<file path="src/sv/lae_pkg.sv">
// lae_pkg: shared types, field widths, register codes and reset values
// for the linear adsr envelope unit; no dependencies
`timescale 1ns / 1ps

package lae_pkg;

   // field and register widths
   localparam int SAMPLE_TIME_BITS  = 32;
   localparam int CMD_BITS          = 2;
   localparam int LEVEL_BITS        = 16;
   localparam int STAGE_BITS        = 2;
   localparam int DUR_BITS          = 24;
   localparam int CSR_DATA_BITS     = 24;
   localparam int CSR_INDEX_BITS    = 3;
   localparam int TIME_BITS_DEFAULT = 32;

   // multiplier operand width: levels and level differences fit 16 bits
   localparam int MUL_BITS = 16;

   // output clamp limits, Q1.15
   localparam int LEVEL_MAX   = 32768;
   localparam int LEVEL_FLOOR = 3;

   // register reset values
   localparam logic [DUR_BITS-1:0]   ATTACK_RESET  = 24'd4410;
   localparam logic [DUR_BITS-1:0]   DECAY_RESET   = 24'd441;
   localparam logic [DUR_BITS-1:0]   RELEASE_RESET = 24'd8820;
   localparam logic [LEVEL_BITS-1:0] PEAK_RESET    = 16'd32768;
   localparam logic [LEVEL_BITS-1:0] SUSTAIN_RESET = 16'd26214;

   typedef enum logic [CMD_BITS-1:0] {
      CMD_SAMPLE   = 2'd0,
      CMD_NOTE_ON  = 2'd1,
      CMD_NOTE_OFF = 2'd2
   } cmd_type;

   typedef enum logic [STAGE_BITS-1:0] {
      STAGE_ATTACK  = 2'd0,
      STAGE_DECAY   = 2'd1,
      STAGE_SUSTAIN = 2'd2,
      STAGE_RELEASE = 2'd3
   } stage_type;

   typedef enum logic [CSR_INDEX_BITS-1:0] {
      REG_ATTACK  = 3'd0,
      REG_DECAY   = 3'd1,
      REG_RELEASE = 3'd2,
      REG_PEAK    = 3'd3,
      REG_SUSTAIN = 3'd4
   } reg_index_type;

   typedef enum logic [2:0] {
      ST_IDLE,
      ST_SELECT,
      ST_MUL,
      ST_DIV,
      ST_FINISH
   } state_type;

endpackage

</file>
<file path="src/sv/lae_if.sv">
// lae_req_if / lae_rsp_if: valid-ready channels for command items and
// envelope result items; depends on lae_pkg
`timescale 1ns / 1ps

interface lae_req_if;
   logic                                valid;
   logic                                ready;
   logic [lae_pkg::CMD_BITS-1:0]         cmd;
   logic [lae_pkg::SAMPLE_TIME_BITS-1:0] sample_time;

   modport source (output valid, output cmd, output sample_time, input ready);
   modport sink   (input valid, input cmd, input sample_time, output ready);
endinterface

interface lae_rsp_if;
   logic                           valid;
   logic                           ready;
   logic [lae_pkg::LEVEL_BITS-1:0] amplitude;
   logic [lae_pkg::STAGE_BITS-1:0] stage;

   modport source (output valid, output amplitude, output stage, input ready);
   modport sink   (input valid, input amplitude, input stage, output ready);
endinterface

</file>
<file path="src/sv/lae_mul.sv">
// lae_mul: bit-serial shift-add multiplier, one multiplier bit per cycle
// depends on lae_pkg
`timescale 1ns / 1ps

module lae_mul #(
   parameter int TIME_BITS = lae_pkg::TIME_BITS_DEFAULT
) (
   input  logic                                   clock,
   input  logic                                   reset,
   input  logic                                   start,
   input  logic [TIME_BITS-1:0]                   mcand,
   input  logic [lae_pkg::MUL_BITS-1:0]           mplier,
   output logic                                   done,
   output logic [TIME_BITS+lae_pkg::MUL_BITS-1:0] product
);

   localparam int MB    = lae_pkg::MUL_BITS;
   localparam int PW    = TIME_BITS + MB;
   localparam int CNT_W = $clog2(MB);

   logic                 busy_ff, done_ff;
   logic [CNT_W-1:0]     cnt_ff;
   logic [PW-1:0]        prod_ff, prod_in;
   logic [TIME_BITS-1:0] mcand_ff;
   logic [TIME_BITS:0]   sum;

   // if the low bit is set, add the multiplicand into the high half; then shift right one bit
   always_comb begin
      sum = {1'b0, prod_ff[PW-1:MB]} + {1'b0, mcand_ff};
      if (prod_ff[0]) begin
         prod_in = {sum, prod_ff[MB-1:1]};
      end else begin
         prod_in = {1'b0, prod_ff[PW-1:1]};
      end
   end

   // control
   always_ff @(posedge clock) begin
      if (reset) begin
         busy_ff <= 1'b0;
         done_ff <= 1'b0;
         cnt_ff  <= '0;
      end else begin
         done_ff <= 1'b0;
         if (start) begin
            busy_ff <= 1'b1;
            cnt_ff  <= '0;
         end else if (busy_ff) begin
            cnt_ff <= cnt_ff + 1'b1;
            if (cnt_ff == CNT_W'(MB - 1)) begin
               busy_ff <= 1'b0;
               done_ff <= 1'b1;
            end
         end
      end
   end

   // datapath
   always_ff @(posedge clock) begin
      if (start) begin
         prod_ff  <= {{TIME_BITS{1'b0}}, mplier};
         mcand_ff <= mcand;
      end else if (busy_ff) begin
         prod_ff <= prod_in;
      end
   end

   assign done    = done_ff;
   assign product = prod_ff;

endmodule

</file>
<file path="src/sv/lae_div.sv">
// lae_div: restoring bit-serial divider, one quotient bit per cycle,
// truncating; depends on lae_pkg
`timescale 1ns / 1ps

module lae_div #(
   parameter int TIME_BITS = lae_pkg::TIME_BITS_DEFAULT
) (
   input  logic                                   clock,
   input  logic                                   reset,
   input  logic                                   start,
   input  logic [TIME_BITS+lae_pkg::MUL_BITS-1:0] dividend,
   input  logic [lae_pkg::DUR_BITS-1:0]           divisor,
   output logic                                   done,
   output logic [TIME_BITS+lae_pkg::MUL_BITS-1:0] quotient
);

   localparam int PW    = TIME_BITS + lae_pkg::MUL_BITS;
   localparam int DB    = lae_pkg::DUR_BITS;
   localparam int CNT_W = $clog2(PW);

   logic              busy_ff, done_ff;
   logic [CNT_W-1:0]  cnt_ff;
   logic [PW-1:0]     quo_ff, quo_in;
   logic [DB-1:0]     rem_ff, rem_in, dvs_ff;
   logic [DB:0]       shifted;
   logic [DB+1:0]     trial;
   logic              fits;

   // shift in the next dividend bit and try a subtract
   always_comb begin
      shifted = {rem_ff, quo_ff[PW-1]};
      trial   = {1'b0, shifted} - {2'b00, dvs_ff};
      fits    = ~trial[DB+1];
      rem_in  = fits ? trial[DB-1:0] : shifted[DB-1:0];
      quo_in  = {quo_ff[PW-2:0], fits};
   end

   // control
   always_ff @(posedge clock) begin
      if (reset) begin
         busy_ff <= 1'b0;
         done_ff <= 1'b0;
         cnt_ff  <= '0;
      end else begin
         done_ff <= 1'b0;
         if (start) begin
            busy_ff <= 1'b1;
            cnt_ff  <= '0;
         end else if (busy_ff) begin
            cnt_ff <= cnt_ff + 1'b1;
            if (cnt_ff == CNT_W'(PW - 1)) begin
               busy_ff <= 1'b0;
               done_ff <= 1'b1;
            end
         end
      end
   end

   // datapath
   always_ff @(posedge clock) begin
      if (start) begin
         quo_ff <= dividend;
         rem_ff <= '0;
         dvs_ff <= divisor;
      end else if (busy_ff) begin
         quo_ff <= quo_in;
         rem_ff <= rem_in;
      end
   end

   assign done     = done_ff;
   assign quotient = quo_ff;

endmodule

</file>
<file path="src/sv/linear_adsr_envelope_unit.sv">
// Linear ADSR envelope unit. A note-on or note-off item is taken in the idle
// state and gives no result. A sample item in attack, decay or release runs a
// bit-serial multiply (lae_mul) and then a bit-serial divide (lae_div) before
// its result is loaded; a sample in sustain skips both. One item is worked on
// at a time; the next is accepted once the previous result sits in the output
// register. Write the csr registers only while the unit is idle.
// Depends on lae_pkg, lae_if, lae_mul and lae_div.
`timescale 1ns / 1ps

module linear_adsr_envelope_unit #(
   parameter int TIME_BITS = lae_pkg::TIME_BITS_DEFAULT
) (
   input  logic                                clock,
   input  logic                                reset,
   lae_req_if.sink                             req_ch,
   lae_rsp_if.source                           rsp_ch,
   input  logic                                csr_we,
   input  logic [lae_pkg::CSR_INDEX_BITS-1:0]  csr_index,
   input  logic [lae_pkg::CSR_DATA_BITS-1:0]   csr_wdata
);

   localparam int DB  = lae_pkg::DUR_BITS;
   localparam int LB  = lae_pkg::LEVEL_BITS;
   localparam int MB  = lae_pkg::MUL_BITS;
   localparam int STB = lae_pkg::SAMPLE_TIME_BITS;
   localparam int PW  = TIME_BITS + MB;
   localparam int VW  = PW + 2;
   localparam int CW  = ((TIME_BITS > DB) ? TIME_BITS : DB) + 2;

   // configuration registers
   logic [DB-1:0] attack_ff, decay_ff, release_ff;
   logic [LB-1:0] peak_ff, sustain_ff;

   // note state
   logic                 note_held_ff;
   logic [TIME_BITS-1:0] on_time_ff, off_time_ff, diff_ff;
   logic [TIME_BITS-1:0] req_time;

   // sequencer and operand registers
   lae_pkg::state_type   state_ff, state_in;
   lae_pkg::stage_type   stage_ff, sel_stage;
   logic                 neg_ff, sel_neg;
   logic                 zero_q_ff;
   logic [LB-1:0]        base_ff, sel_base;
   logic [DB-1:0]        divisor_ff, sel_div;
   logic [TIME_BITS-1:0] sel_mcand;
   logic [MB-1:0]        sel_mplier;

   // output register
   logic                 rsp_valid_ff;
   logic [LB-1:0]        rsp_amp_ff;
   lae_pkg::stage_type   rsp_stage_ff;

   logic req_accept, rsp_load;
   logic mul_start, mul_done, div_start, div_done;
   logic [PW-1:0] product, quotient;

   // sample time zero-extended or truncated to the time width
   if (TIME_BITS > STB) begin : g_time_wide
      assign req_time = {{(TIME_BITS - STB){1'b0}}, req_ch.sample_time};
   end else if (TIME_BITS == STB) begin : g_time_same
      assign req_time = req_ch.sample_time;
   end else begin : g_time_narrow
      assign req_time = req_ch.sample_time[TIME_BITS-1:0];
   end

   assign req_accept = req_ch.valid && req_ch.ready;

   // csr writes, out-of-range indexes ignored
   always_ff @(posedge clock) begin
      if (reset) begin
         attack_ff  <= lae_pkg::ATTACK_RESET;
         decay_ff   <= lae_pkg::DECAY_RESET;
         release_ff <= lae_pkg::RELEASE_RESET;
         peak_ff    <= lae_pkg::PEAK_RESET;
         sustain_ff <= lae_pkg::SUSTAIN_RESET;
      end else if (csr_we) begin
         case (lae_pkg::reg_index_type'(csr_index))
            lae_pkg::REG_ATTACK:  attack_ff  <= csr_wdata[DB-1:0];
            lae_pkg::REG_DECAY:   decay_ff   <= csr_wdata[DB-1:0];
            lae_pkg::REG_RELEASE: release_ff <= csr_wdata[DB-1:0];
            lae_pkg::REG_PEAK:    peak_ff    <= csr_wdata[LB-1:0];
            lae_pkg::REG_SUSTAIN: sustain_ff <= csr_wdata[LB-1:0];
            default: ;
         endcase
      end
   end

   // note commands and time difference capture
   always_ff @(posedge clock) begin
      if (reset) begin
         note_held_ff <= 1'b0;
         on_time_ff   <= '0;
         off_time_ff  <= '0;
      end else if (req_accept) begin
         case (lae_pkg::cmd_type'(req_ch.cmd))
            lae_pkg::CMD_NOTE_ON: begin
               on_time_ff   <= req_time;
               note_held_ff <= 1'b1;
            end
            lae_pkg::CMD_NOTE_OFF: begin
               off_time_ff  <= req_time;
               note_held_ff <= 1'b0;
            end
            default: ;
         endcase
      end
   end

   always_ff @(posedge clock) begin
      if (req_accept) begin
         diff_ff <= req_time - (note_held_ff ? on_time_ff : off_time_ff);
      end
   end

   // stage selection and multiply/divide operands
   logic signed [CW-1:0] life_ext, a_ext, ad_ext, decay_off;
   logic [DB-1:0]        a_dur, d_dur, r_dur;
   logic [TIME_BITS-1:0] life_mag;
   logic [LB-1:0]        lvl_mag;
   logic                 lvl_neg;

   always_comb begin
      a_dur     = (attack_ff == '0)  ? DB'(1) : attack_ff;
      d_dur     = (decay_ff == '0)   ? DB'(1) : decay_ff;
      r_dur     = (release_ff == '0) ? DB'(1) : release_ff;
      life_ext  = {{(CW - TIME_BITS){diff_ff[TIME_BITS-1]}}, diff_ff};
      a_ext     = {{(CW - DB){1'b0}}, a_dur};
      ad_ext    = a_ext + {{(CW - DB){1'b0}}, d_dur};
      decay_off = life_ext - a_ext;
      life_mag  = diff_ff[TIME_BITS-1] ? (~diff_ff + 1'b1) : diff_ff;
      lvl_neg   = sustain_ff < peak_ff;
      lvl_mag   = lvl_neg ? (peak_ff - sustain_ff) : (sustain_ff - peak_ff);

      sel_stage  = lae_pkg::STAGE_RELEASE;
      sel_mcand  = life_mag;
      sel_mplier = sustain_ff;
      sel_neg    = ~diff_ff[TIME_BITS-1];
      sel_base   = sustain_ff;
      sel_div    = r_dur;
      if (note_held_ff) begin
         if (life_ext <= a_ext) begin
            sel_stage  = lae_pkg::STAGE_ATTACK;
            sel_mplier = peak_ff;
            sel_neg    = diff_ff[TIME_BITS-1];
            sel_base   = '0;
            sel_div    = a_dur;
         end else if (life_ext <= ad_ext) begin
            sel_stage  = lae_pkg::STAGE_DECAY;
            sel_mcand  = decay_off[TIME_BITS-1:0];
            sel_mplier = lvl_mag;
            sel_neg    = lvl_neg;
            sel_base   = peak_ff;
            sel_div    = d_dur;
         end else begin
            sel_stage = lae_pkg::STAGE_SUSTAIN;
            sel_neg   = 1'b0;
         end
      end
   end

   always_ff @(posedge clock) begin
      if (state_ff == lae_pkg::ST_SELECT) begin
         stage_ff   <= sel_stage;
         neg_ff     <= sel_neg;
         base_ff    <= sel_base;
         divisor_ff <= sel_div;
         zero_q_ff  <= (sel_stage == lae_pkg::STAGE_SUSTAIN);
      end
   end

   // serial arithmetic units
   lae_mul #(.TIME_BITS(TIME_BITS)) u_mul (
      .clock   (clock),
      .reset   (reset),
      .start   (mul_start),
      .mcand   (sel_mcand),
      .mplier  (sel_mplier),
      .done    (mul_done),
      .product (product)
   );

   lae_div #(.TIME_BITS(TIME_BITS)) u_div (
      .clock    (clock),
      .reset    (reset),
      .start    (div_start),
      .dividend (product),
      .divisor  (divisor_ff),
      .done     (div_done),
      .quotient (quotient)
   );

   // final level: base plus or minus quotient, then floor and clamp
   logic [VW-1:0] lvl_sum, base_w, q_w;
   logic [LB-1:0] amp_val;

   always_comb begin
      base_w  = {{(VW - LB){1'b0}}, base_ff};
      q_w     = zero_q_ff ? '0 : {2'b00, quotient};
      lvl_sum = neg_ff ? (base_w - q_w) : (base_w + q_w);
      if (lvl_sum[VW-1] || (lvl_sum <= VW'(lae_pkg::LEVEL_FLOOR))) begin
         amp_val = '0;
      end else if (lvl_sum > VW'(lae_pkg::LEVEL_MAX)) begin
         amp_val = LB'(lae_pkg::LEVEL_MAX);
      end else begin
         amp_val = lvl_sum[LB-1:0];
      end
   end

   // sequencer
   always_ff @(posedge clock) begin
      if (reset) begin
         state_ff <= lae_pkg::ST_IDLE;
      end else begin
         state_ff <= state_in;
      end
   end

   always_comb begin
      state_in     = state_ff;
      req_ch.ready = 1'b0;
      mul_start    = 1'b0;
      div_start    = 1'b0;
      rsp_load     = 1'b0;
      case (state_ff)
         lae_pkg::ST_IDLE: begin
            req_ch.ready = 1'b1;
            if (req_ch.valid && (req_ch.cmd == lae_pkg::CMD_SAMPLE)) begin
               state_in = lae_pkg::ST_SELECT;
            end
         end
         lae_pkg::ST_SELECT: begin
            if (sel_stage == lae_pkg::STAGE_SUSTAIN) begin
               state_in = lae_pkg::ST_FINISH;
            end else begin
               mul_start = 1'b1;
               state_in  = lae_pkg::ST_MUL;
            end
         end
         lae_pkg::ST_MUL: begin
            if (mul_done) begin
               div_start = 1'b1;
               state_in  = lae_pkg::ST_DIV;
            end
         end
         lae_pkg::ST_DIV: begin
            if (div_done) begin
               state_in = lae_pkg::ST_FINISH;
            end
         end
         lae_pkg::ST_FINISH: begin
            if (!rsp_valid_ff || rsp_ch.ready) begin
               rsp_load = 1'b1;
               state_in = lae_pkg::ST_IDLE;
            end
         end
         default: state_in = lae_pkg::ST_IDLE;
      endcase
   end

   // output register
   always_ff @(posedge clock) begin
      if (reset) begin
         rsp_valid_ff <= 1'b0;
      end else if (rsp_load) begin
         rsp_valid_ff <= 1'b1;
      end else if (rsp_ch.ready) begin
         rsp_valid_ff <= 1'b0;
      end
   end

   always_ff @(posedge clock) begin
      if (rsp_load) begin
         rsp_amp_ff   <= amp_val;
         rsp_stage_ff <= stage_ff;
      end
   end

   assign rsp_ch.valid     = rsp_valid_ff;
   assign rsp_ch.amplitude = rsp_amp_ff;
   assign rsp_ch.stage     = rsp_stage_ff;

`ifndef ASSERT_OFF
   a_sample_starts: assert property (@(posedge clock) disable iff (reset)
      (req_accept && (req_ch.cmd == lae_pkg::CMD_SAMPLE))
         |=> (state_ff == lae_pkg::ST_SELECT))
      else $error("sample item did not start the sequencer");

   a_note_on_holds: assert property (@(posedge clock) disable iff (reset)
      (req_accept && (req_ch.cmd == lae_pkg::CMD_NOTE_ON)) |=> note_held_ff)
      else $error("note on did not set the held flag");

   a_mul_done_state: assert property (@(posedge clock) disable iff (reset)
      mul_done |-> (state_ff == lae_pkg::ST_MUL))
      else $error("multiplier finished outside the multiply state");

   a_div_done_state: assert property (@(posedge clock) disable iff (reset)
      div_done |-> (state_ff == lae_pkg::ST_DIV))
      else $error("divider finished outside the divide state");

   a_amp_range: assert property (@(posedge clock) disable iff (reset)
      (rsp_load && (amp_val != '0))
         |-> ((amp_val > LB'(lae_pkg::LEVEL_FLOOR))
              && (amp_val <= LB'(lae_pkg::LEVEL_MAX))))
      else $error("amplitude outside the clamped range");
`endif

endmodule

</file>
<file path="src/flat_wrapper.sv">
// flat-port wrapper written by rule: the top's interface ports become plain ports
module linear_adsr_envelope_unit_flat 
#(
   parameter int TIME_BITS = lae_pkg::TIME_BITS_DEFAULT
)
  (clock, reset, csr_we, csr_index, csr_wdata, req_ch_valid, req_ch_cmd, req_ch_sample_time, req_ch_ready, rsp_ch_valid, rsp_ch_amplitude, rsp_ch_stage, rsp_ch_ready);
  lae_req_if req_ch_i ();
  lae_rsp_if rsp_ch_i ();
  input  logic clock;
  input  logic reset;
  input  logic csr_we;
  input  logic [lae_pkg::CSR_INDEX_BITS-1:0] csr_index;
  input  logic [lae_pkg::CSR_DATA_BITS-1:0] csr_wdata;
  input wire logic [$bits(req_ch_i.valid)-1:0] req_ch_valid;
  input wire logic [$bits(req_ch_i.cmd)-1:0] req_ch_cmd;
  input wire logic [$bits(req_ch_i.sample_time)-1:0] req_ch_sample_time;
  output wire logic [$bits(req_ch_i.ready)-1:0] req_ch_ready;
  output wire logic [$bits(rsp_ch_i.valid)-1:0] rsp_ch_valid;
  output wire logic [$bits(rsp_ch_i.amplitude)-1:0] rsp_ch_amplitude;
  output wire logic [$bits(rsp_ch_i.stage)-1:0] rsp_ch_stage;
  input wire logic [$bits(rsp_ch_i.ready)-1:0] rsp_ch_ready;
  assign req_ch_i.valid = req_ch_valid;
  assign req_ch_i.cmd = req_ch_cmd;
  assign req_ch_i.sample_time = req_ch_sample_time;
  assign req_ch_ready = req_ch_i.ready;
  assign rsp_ch_valid = rsp_ch_i.valid;
  assign rsp_ch_amplitude = rsp_ch_i.amplitude;
  assign rsp_ch_stage = rsp_ch_i.stage;
  assign rsp_ch_i.ready = rsp_ch_ready;
  linear_adsr_envelope_unit #(.TIME_BITS(TIME_BITS)) u_core (.clock(clock), .reset(reset), .req_ch(req_ch_i), .rsp_ch(rsp_ch_i), .csr_we(csr_we), .csr_index(csr_index), .csr_wdata(csr_wdata));
endmodule
</file>
<file path="config.mk">
export PLATFORM = sky130hd
export DESIGN_NAME = linear_adsr_envelope_unit_flat
export DESIGN_NICKNAME = d
export VERILOG_FILES = /design/src/sv/lae_pkg.sv /design/src/sv/lae_if.sv /design/src/sv/lae_mul.sv /design/src/sv/lae_div.sv /design/src/sv/linear_adsr_envelope_unit.sv /design/src/flat_wrapper.sv
export SDC_FILE = /design/constraint.sdc
export NUM_CORES = 1
export LEC_CHECK = 0
export ABC_AREA = 0
export BUFFER_PORTS_ARGS = -buffer_cell sky130_fd_sc_hd__buf_2
export CORE_MARGIN = 2
export CORE_UTILIZATION = 45
export DETAILED_ROUTE_END_ITERATION = 6
export SLEW_MARGIN = 20
export SYNTH_ARGS = -nofsm -noshare
export SYNTH_HDL_FRONTEND = slang
export SYNTH_SLANG_ARGS = --single-unit
</file>
<file path="constraint.sdc">
create_clock -name clock -period 14.8 [get_ports clock]
set_input_delay 1.48 -clock clock [delete_from_list [all_inputs] [get_ports clock]]
set_output_delay 1.48 -clock clock [all_outputs]
set_load 0.1 [all_outputs]
</file>
==> key figures <==
Clock tree
  • Number of setup buffers added after CTS: 0
  • Hold-fix buffers at CTS: 0
  • CTS Buf Count: between 50 and 60
  • Root buffer cell: clkbuf_16
  • CTS max path bufs: 3
  • Worst-Skew Late Latency: 610 ps
  • CTS sink count: approximately 460
  • CTS tree: built
  • Clock Pin Slew Worst Setup and Hold Paths: ~60 ps
  • Number of H-tree levels: 2
  • PostCTS Resize Cnt: 0

Global route
  • Initial antenna violation count: 0
  • Largest net degree at the start of global routing: 84
  • Global route overflow: 0
  • Vias in the first global route: 25,806
  • First-pass GRT wire length: between 100 and 150 mm
  • Total track usage: 0.2547

Die
  • Die W: 268.3 µm
  • IO Pins: 86
  • Die footprint: 0.07197 mm²
  • Die Height: 268.3 µm
  • Initial Util: 0.4566
  • Core box area: 0.06883 mm²
  • Std-Cell Rows: 96

Pwr
  • VDD IR max: 93.87 µV
  • Leak Pwr: around 14 nW
  • PwrDens: 109.8 mW/mm²

Setup path
  • Worst reg-to-reg path cell count: 24
  • RR Endpoint: u_core.u_mul.product[3]$_DFFE_PP_
  • Reg-to-Reg Start: u_core.attack_ff[1]$_SDFFE_PP1P_
  • FF-to-FF setup slack: 7180 ps
  • Critical path endpoint category: flip-flop
  • WP data arrival: 7790 ps
  • Startpoint type of the worst setup path: flip-flop
  • Worst-path maximum fanout: 21
  • Crit path kind: flip-flop to flip-flop
  • Worst endpoint required time: 14,970 ps

Run
  • Max cap viols: 0

Timing
  • Final setup violation count: 0
  • FMAX: 0.1312 GHz
  • Slew HR: 0.2145
  • Setup TNS: 0 ps
  • RSZ-0062 raised after global routing: false
  • Final Cycle Share: 0.5148
  • Hold Fails Final Rpt: 0
  • Worst Skew: 14.89 ps
  • Worst Tran Pin Value: 1163 ps
  • Max-slew violations: 0
  • Crit path time final: 7619 ps

Yosys
  • Ys async rst share: 0
  • Net count of the mapped netlist: ~4,100
  • Unique masters post-synth: 91
  • Synth area leader: edfxtp_1
  • Synth warn: 0
  • Synthesized flop and latch total: 457
  • EDFF count, synth: 214
  • Share of the synthesized area in the top cell type: 0.2045
  • Top FF cell, synth: dfxtp_1
  • Synth Instances: 3,800
  • Top-count cell post-synth: nand2_1
  • Sequential area share after synthesis: 0.3593
  • Top cells by area, synth: edfxtp_1 20%, dfxtp_1 15%, ha_1 9.1%, nand2_1 8.1%, a21oi_1 5.9%
  • Post-Syn Area: 0.03143 mm²
  • Syn_area_per_cell: between 8 and 9 µm²
  • List of most frequent post-synthesis cells: 679 x nand2_1, 373 x a21oi_1, 243 x dfxtp_1, 232 x nor2_1, 229 x ha_1

Hold path
  • Hold Crit Depth: 0
  • Hold Path End: u_core.u_div.dvs_ff[13]$_DFFE_PP_
  • Hold Path Class: flip-flop to flip-flop
  • Hold path start: u_core.divisor_ff[13]$_DFFE_PN_

Placed design
  • Post-Place Cell Area: 0.03238 mm²
  • HPWL Detailed: 69.68 mm
  • Dpl cells: 4,613
  • Port buffer count: 85
  • Routability Congestion: 0.9663

Drt
  • Number of remaining DRC errors: 0
  • Per-cell routed wire length: between 15 and 20 µm
  • First DRT Iteration DRCs: 2,232
  • Routed wire length: just over 90 mm
  • Vias per inst: 5.811
  • Initial DRT Pass Iterations: 6
  • Antenna-violating nets left: 0
  • Detailed-route via count: 27,383

Final layout
  • N_diodes: 0
  • # nets final: 4,041
  • Share of post-route cells with drive strength above 1: 0.07141
  • Layout area overhead: 8.743%
  • Fin area: 0.03417 mm²
  • Non-Filler Instances: 4,712

Outcome
  • Status: finished, final reports clean
## placed cells by master, fill, tap and decap left out, types with 11 or more instances in the layout
master     count
nand2_1      679
a21oi_1      373
dfxtp_1      240
nor2_1       230
ha_1         229
edfxtp_1     214
o21ai_0      197
inv_1        172
xnor2_1      122
mux2i_1       89
buf_2         84
nor3_1        76
a21o_1        68
nand3_1       66
xor2_1        59
clkbuf_16     54
a211oi_1      46
nor4_1        42
nor2b_1       39
nand2b_1      39
a31oi_1       35
nand4_1       35
o21a_1        32
and3_1        32
o21bai_1      29
o31ai_1       29
nand3b_1      29
buf_4         29
a22o_1        25
o211ai_1      22
a211o_1       22
and2_1        21
or2_2         20
or4_1         20
o2111ai_1     12
or3_1         12
o41ai_1       11
nor3_2        11
clkbuf_1      11
## flip-flops by register name, indices dropped and copies added (netlist names), 2 cells and up
signal,cells
u_core.attack_ff,24
u_core.base_ff,16
u_core.decay_ff,24
u_core.diff_ff,32
u_core.divisor_ff,24
u_core.off_time_ff,32
u_core.on_time_ff,32
u_core.peak_ff,16
u_core.release_ff,24
u_core.rsp_ch.amplitude,16
u_core.rsp_ch.stage,2
u_core.stage_ff,2
u_core.state_ff,3
u_core.sustain_ff,16
u_core.u_div.cnt_ff,6
u_core.u_div.dvs_ff,24
u_core.u_div.quotient,48
u_core.u_div.rem_ff,24
u_core.u_mul.cnt_ff,4
u_core.u_mul.mcand_ff,32
u_core.u_mul.product,48
## power breakdown
group / switching (mW) / internal [mW] / leakage [nW]
sequential: 0.0945 / 1.41 / 3.99
combinational: 0.514 / 0.383 / 8.66
clock: 0.550 / 0.798 / 0.881
total: 1.16 / 2.59 / 13.5
## per-stage QoR
| step | utilization | power, mW | hold WS [ps] | setup slack [ps] |
|---|---|---|---|---|
| 2_1_floorplan | - | 2.200 | 400.3 | 8655 |
| 5_1_grt | 0.4965 | 3.950 | 421.4 | 6525 |
| 3_3_place_gp | 0.4705 | 2.418 | 402.6 | 7469 |
| 3_5_place_dp | 0.4705 | 2.423 | 404.5 | 7324 |
| 6_report | 0.4965 | 3.752 | 417.4 | 7181 |
| 4_1_cts | 0.4965 | 3.780 | 414.2 | 7291 |
## per-layer routing
metal | GRT usage | vias to the layer above | routed length, µm
met2 | 0.4204 | 799 | 43120
met1 | 0.3435 | 12956 | 41590
met3 | 0.03207 | 153 | 4794
met5 | 0 | - | 0
li1 | - | 13475 | -
met4 | 0.08893 | 0 | 3006
## how the worst max path moves through the flow
stage | startpoint | endpoint | slack (ps) | cells past startpoint
after floorplan | u_core.zero_q_ff$_DFFE_PN_ | u_core.rsp_ch.amplitude[15]$_SDFFCE_PP0P_ | 8660 | 21
after global placement | u_core.attack_ff[1]$_SDFFE_PP1P_ | u_core.u_mul.product[3]$_DFFE_PP_ | 7470 | 24
after detailed placement | u_core.attack_ff[1]$_SDFFE_PP1P_ | u_core.u_mul.product[7]$_DFFE_PP_ | 7320 | 24
after CTS | u_core.attack_ff[1]$_SDFFE_PP1P_ | u_core.u_mul.product[7]$_DFFE_PP_ | 7290 | 24
after global routing | u_core.attack_ff[1]$_SDFFE_PP1P_ | u_core.u_mul.product[7]$_DFFE_PP_ | 6530 | 24
final | u_core.attack_ff[1]$_SDFFE_PP1P_ | u_core.u_mul.product[3]$_DFFE_PP_ | 7180 | 24
## cells by family (layout without fill, tap and decap cells)
| family | after synthesis | in the layout | share of synthesized area |
|---|---|---|---|
| xor+xnor | 181 | 181 | 0.05044 |
| buf+inv | 408 | 389 | 0.04961 |
| compound gates | 1032 | 1032 | 0.2083 |
| flops | 457 | 457 | 0.3593 |
| fa+ha+maj | 238 | 238 | 0.09691 |
| mux | 97 | 97 | 0.03121 |
| simple gates | 1387 | 1387 | 0.2042 |
## critical path, cell delays in order, from the launching register on
cell and delay (ps):
dfxtp_1 530, nor4_1 140, nand4_1 110, o21bai_1 150, ha_1 250, fa_1 410
a21o_1 190, a21oi_1 220, nor2b_1 80, o21a_1 180, nor3_1 330, o31ai_1 140
o21bai_1 280, o21a_1 220, a21oi_1 70, a21o_1 210, xnor2_1 130, ha_1 290
nand4_1 130, nor4_1 430, a21oi_1 210, nor2_1 790, nand3_1 280, nand2_1 740
nand2_1 650
## area by class of cell
cell class / count / area (µm²)
Timing Repair Buffer: 114 / 649.4
Clock buffer: 69 / 1448
Fill cell: 6621 / 34650
Inverter: 176 / 660.6
Clock inverter: 30 / 345.3
Tap cell: 931 / 1165
Multi-Input combinational cell: 2935 / 18610
Sequential cell: 457 / 11300
No activity file was read; power rests on OpenSTA's default activity.
